`src/hdl/bpfa_pkg.sv`:
```
// Shared constants for the bitmap page frame allocator.
// Field widths, action and status codes, parameter defaults. No dependencies.
`default_nettype none
package bpfa_pkg;

    localparam int TP_W       = 17;
    localparam int ACTION_W   = 2;
    localparam int ADDR_W     = 32;
    localparam int STATUS_W   = 2;
    localparam int PADDR_W    = 28;
    localparam int WORD_BITS  = 64;
    localparam int BIT_IDX_W  = 6;
    localparam int CMP_W      = ADDR_W + 1;

    localparam int PAGE_BYTES_DEF = 4096;
    localparam int MAX_PAGES_DEF  = 65536;

    localparam logic [ACTION_W-1:0] ACT_ALLOC   = 2'd0;
    localparam logic [ACTION_W-1:0] ACT_FREE    = 2'd1;
    localparam logic [ACTION_W-1:0] ACT_RESERVE = 2'd2;

    localparam logic [STATUS_W-1:0] ST_OK        = 2'd0;
    localparam logic [STATUS_W-1:0] ST_NONE_FREE = 2'd1;
    localparam logic [STATUS_W-1:0] ST_RANGE     = 2'd2;

endpackage
`default_nettype wire

```
`src/hdl/bpfa_ffz.sv`:
```
// Find-first-zero unit over one 64-bit bitmap word, used by the alloc scan.
// Depends on bpfa_pkg.
`default_nettype none
module bpfa_ffz
    import bpfa_pkg::*;
(
    input  wire logic [WORD_BITS-1:0] i_word,
    output logic                      o_found,
    output logic [BIT_IDX_W-1:0]      o_index
);

    always_comb begin
        o_found = 1'b0;
        o_index = '0;
        for (int i = WORD_BITS - 1; i >= 0; i--) begin
            if (!i_word[i]) begin
                o_found = 1'b1;
                o_index = BIT_IDX_W'(i);
            end
        end
    end

endmodule
`default_nettype wire

```
`config.mk`:
```
export PLATFORM = sky130hd
export DESIGN_NAME = bpfa_ffz
export DESIGN_NICKNAME = d
export VERILOG_FILES = /design/src/hdl/bpfa_pkg.sv /design/src/hdl/bpfa_ffz.sv
export SDC_FILE = /design/constraint.sdc
export NUM_CORES = 1
export LEC_CHECK = 0
export BUFFER_PORTS_ARGS = -buffer_cell sky130_fd_sc_hd__buf_2
export CAP_MARGIN = 30
export CELL_PAD_IN_SITES_DETAIL_PLACEMENT = 0
export CELL_PAD_IN_SITES_GLOBAL_PLACEMENT = 1
export CORE_ASPECT_RATIO = 0.9
export CORE_MARGIN = 2
export CORE_UTILIZATION = 22
export DETAILED_ROUTE_END_ITERATION = 10
export PLACE_DENSITY = 0.87
export SYNTH_ARGS = -nofsm -noshare
export SYNTH_HDL_FRONTEND = slang
export SYNTH_SLANG_ARGS = --single-unit
```
`constraint.sdc`:
```
create_clock -name vclk -period 1.2
set_clock_uncertainty 0.05 [all_clocks]
set_input_delay 0.12 -clock vclk [all_inputs]
set_output_delay 0.12 -clock vclk [all_outputs]
set_load 0.01 [all_outputs]
```
==> impl_metrics.yaml <==
min_path:
  hold_path.class: "input port to output pin"
  min-delay-start: "i_word[2]"
power:
  p_int_uw: 266.1
  p_leak_nw: 0.8728
  swShare_pct: 42.58
  clockPowerShare_pct: 0
  share_comb_of_total_power_pct: 100.0
  seqPwrFrac_pct: 0
  p_sw_uw: 197.3
  peakVddDrop_uv: 124.3
  p_per_area_nw_per_um2: 250.1
global_route:
  grt_start_max_net_pins: 6
  antenna_found_initial: 0
  gr-total-overflow: 0
  grt_pass1_wl_um: 5644
  first_global_vias: 1393
  grt_use_total_pct: 16.59
route:
  num_vias: 1519
  drc: 0
  dr.first_iter.drc_count: 67
  avgViaCountPerCell: 4.980
  routedWlPerCell_um: 11.83
  wl_um: 3607
  dr.pass1.iters: 5
  antenna_left: 0
worst_setup_path:
  crit_path_start_kind: "input port"
  worst-path-max-fanout: 4
  crit_buf_inv: 2
  slowest_delay_ps: 380
  critPathCaptureType: "output pin"
  critical_path.top_delay_family: "compound AO/OA/AOI/OAI gates"
  cp_slowest_cell: "o41ai_2"
  arrival_ps: 1330
  startpoint: "i_word[62]"
  cp_data_required_time_ps: 1030
  critical_path_class: "input port to output pin"
  path_cells: "buf_6, nand2_2, a311oi_2, o31ai_1, a21oi_1, o41ai_2, buf_2"
place:
  place_hpwl_um: 2942
  gp_congestion: 0.7965
  portBuffers: 71
  dpl_cell_area_sq_um: 1535
logic_synthesis:
  synth_cells: 144
  netlist.top_cell.by_area: "nand2_1"
  synth-seq-area-share_pct: 0
  synth_cell_type_count: 33
  yosysWarnings: 0
  synth_area_per_cell_sq_um: 5.683
  synth.area.top_cells: "nand2_1, nand4_1, a21oi_1"
  syn_area_sq_um: 818.3
  synth_nets: 208
  synth_top_area_share_pct: 10.55
sta:
  fin_crit_sh_pct: 125.0
  setup_viol: 7
  grt_setup_unrepaired: "true"
  whs_ps: 645.1
  setup_slack_ps: -300.0
  finalMaxSlewViolations: 0
  worstMarginPinSlew_ps: 381.6
  slew_headroom_pct: 74.50
  tns_ps: -1412
  hold_viol_final: 0
  min_period_ps: 1500
  max_freq_mhz: 666.6
finish:
  seq_cells: 0
  layout_common_cells: "buf_2, buf_4, buf_6"
  regArea_sq_um: 0
  num-nets-final: 325
  antenna_cells: 0
  final_common_cell: "buf_2"
  final_cell_area_sq_um: 1853
  layout-drive-gt1-share_pct: 53.67
  num-clock-buffers: 0
  area_growth_pct: 126.5
floorplan:
  coreArea_sq_um: 3652
  die_h_um: 61.86
  die-area_sq_um: 4224
  row_count: 21
  start_util_pct: 22.40
  die_w_um: 68.29
  boundaryPins: 71
outcome:
  status: "finished with violations"
  violations: "negative setup slack"
flow_run:
  maxCapViolations: 0
clock_network:
  cts_hold_buffers: 0
[layer usage]
metal / global-route usage (%) / wire length [um] / part of all wire, % / vias up
met3: 0.7207 / 224 / 6.2 / 4
li1: - / - / - / 802
met2: 31.62 / 1780 / 49 / 48
met1: 21.12 / 1563 / 43 / 665
met5: 0 / 0 / 0 / -
met4: 2.571 / 39 / 1.1 / 0
[stage by stage]
| step | power (mW) | utilization [%] | cells | setup slack [ps] |
|---|---|---|---|---|
| floorplan | 0.1012 | - | 144 | -11.02 |
| global placement | 0.3657 | 42.03 | 301 | -344.3 |
| detailed placement | 0.3693 | 42.03 | 301 | -411.1 |
| CTS | 0.4319 | 47.72 | 304 | -270.3 |
| global route | 0.5056 | 50.74 | 305 | -381.4 |
| finish | 0.4634 | 50.74 | 305 | -300.0 |
[worst min-delay path, delay by kind of cell]
kind            cells  cell delay, ps
buf+inv             3             280
compound gates      3             180
[power by group through the flow]
stage | Combinational, mW | Clock [mW] | Sequential (mW)
2_1_floorplan | 0.101 | 0 | 0
3_3_place_gp | 0.366 | 0 | 0
3_5_place_dp | 0.369 | 0 | 0
4_1_cts | 0.432 | 0 | 0
5_1_grt | 0.506 | 0 | 0
6_report | 0.463 | 0 | 0
[cell type report]
| class | count | area, sq um |
|---|---|---|
| Fill cell | 362 | 1799 |
| Multi-Input combinational cell | 132 | 884.6 |
| Timing Repair Buffer | 115 | 865.8 |
| Tap cell | 46 | 57.56 |
| Inverter | 12 | 45.04 |
[final timing paths]
kind	cells after the start	slack, ps	to
max	7	-300	o_index[1]
min	6	650	o_index[0]
[cell usage after synthesis, drive strengths merged, types with 2 or more instances]
library cell  count
a311oi            2
a211oi            2
nor4              3
and4              3
o211ai            3
a21oi            11
nand3            10
nor2b             5
o41ai             2
and3              3
a2111oi           2
o31ai             2
a31oi             5
nor2              7
o21ai            11
nor3              6
nand2b            4
inv              12
nand4            14
a21boi            4
nand2            23
[cell families (layout without fill, tap and decap cells)]
kind of cell           count (synthesis)  in the layout  share of synthesized area (%)
AO/OA/AOI/OAI                         51             51                          42.36
buffers and inverters                 12            127                          5.504
AND/OR/NAND/NOR                       81             81                          52.14
[repair_timing]
action                                  in CTS  in global routing
resized for setup                           38                 24
endpoints found under the setup margin       7                  7
buffers inserted                             3                  1
pin swaps                                   24                 13
Power figures use the tool's default switching activity.
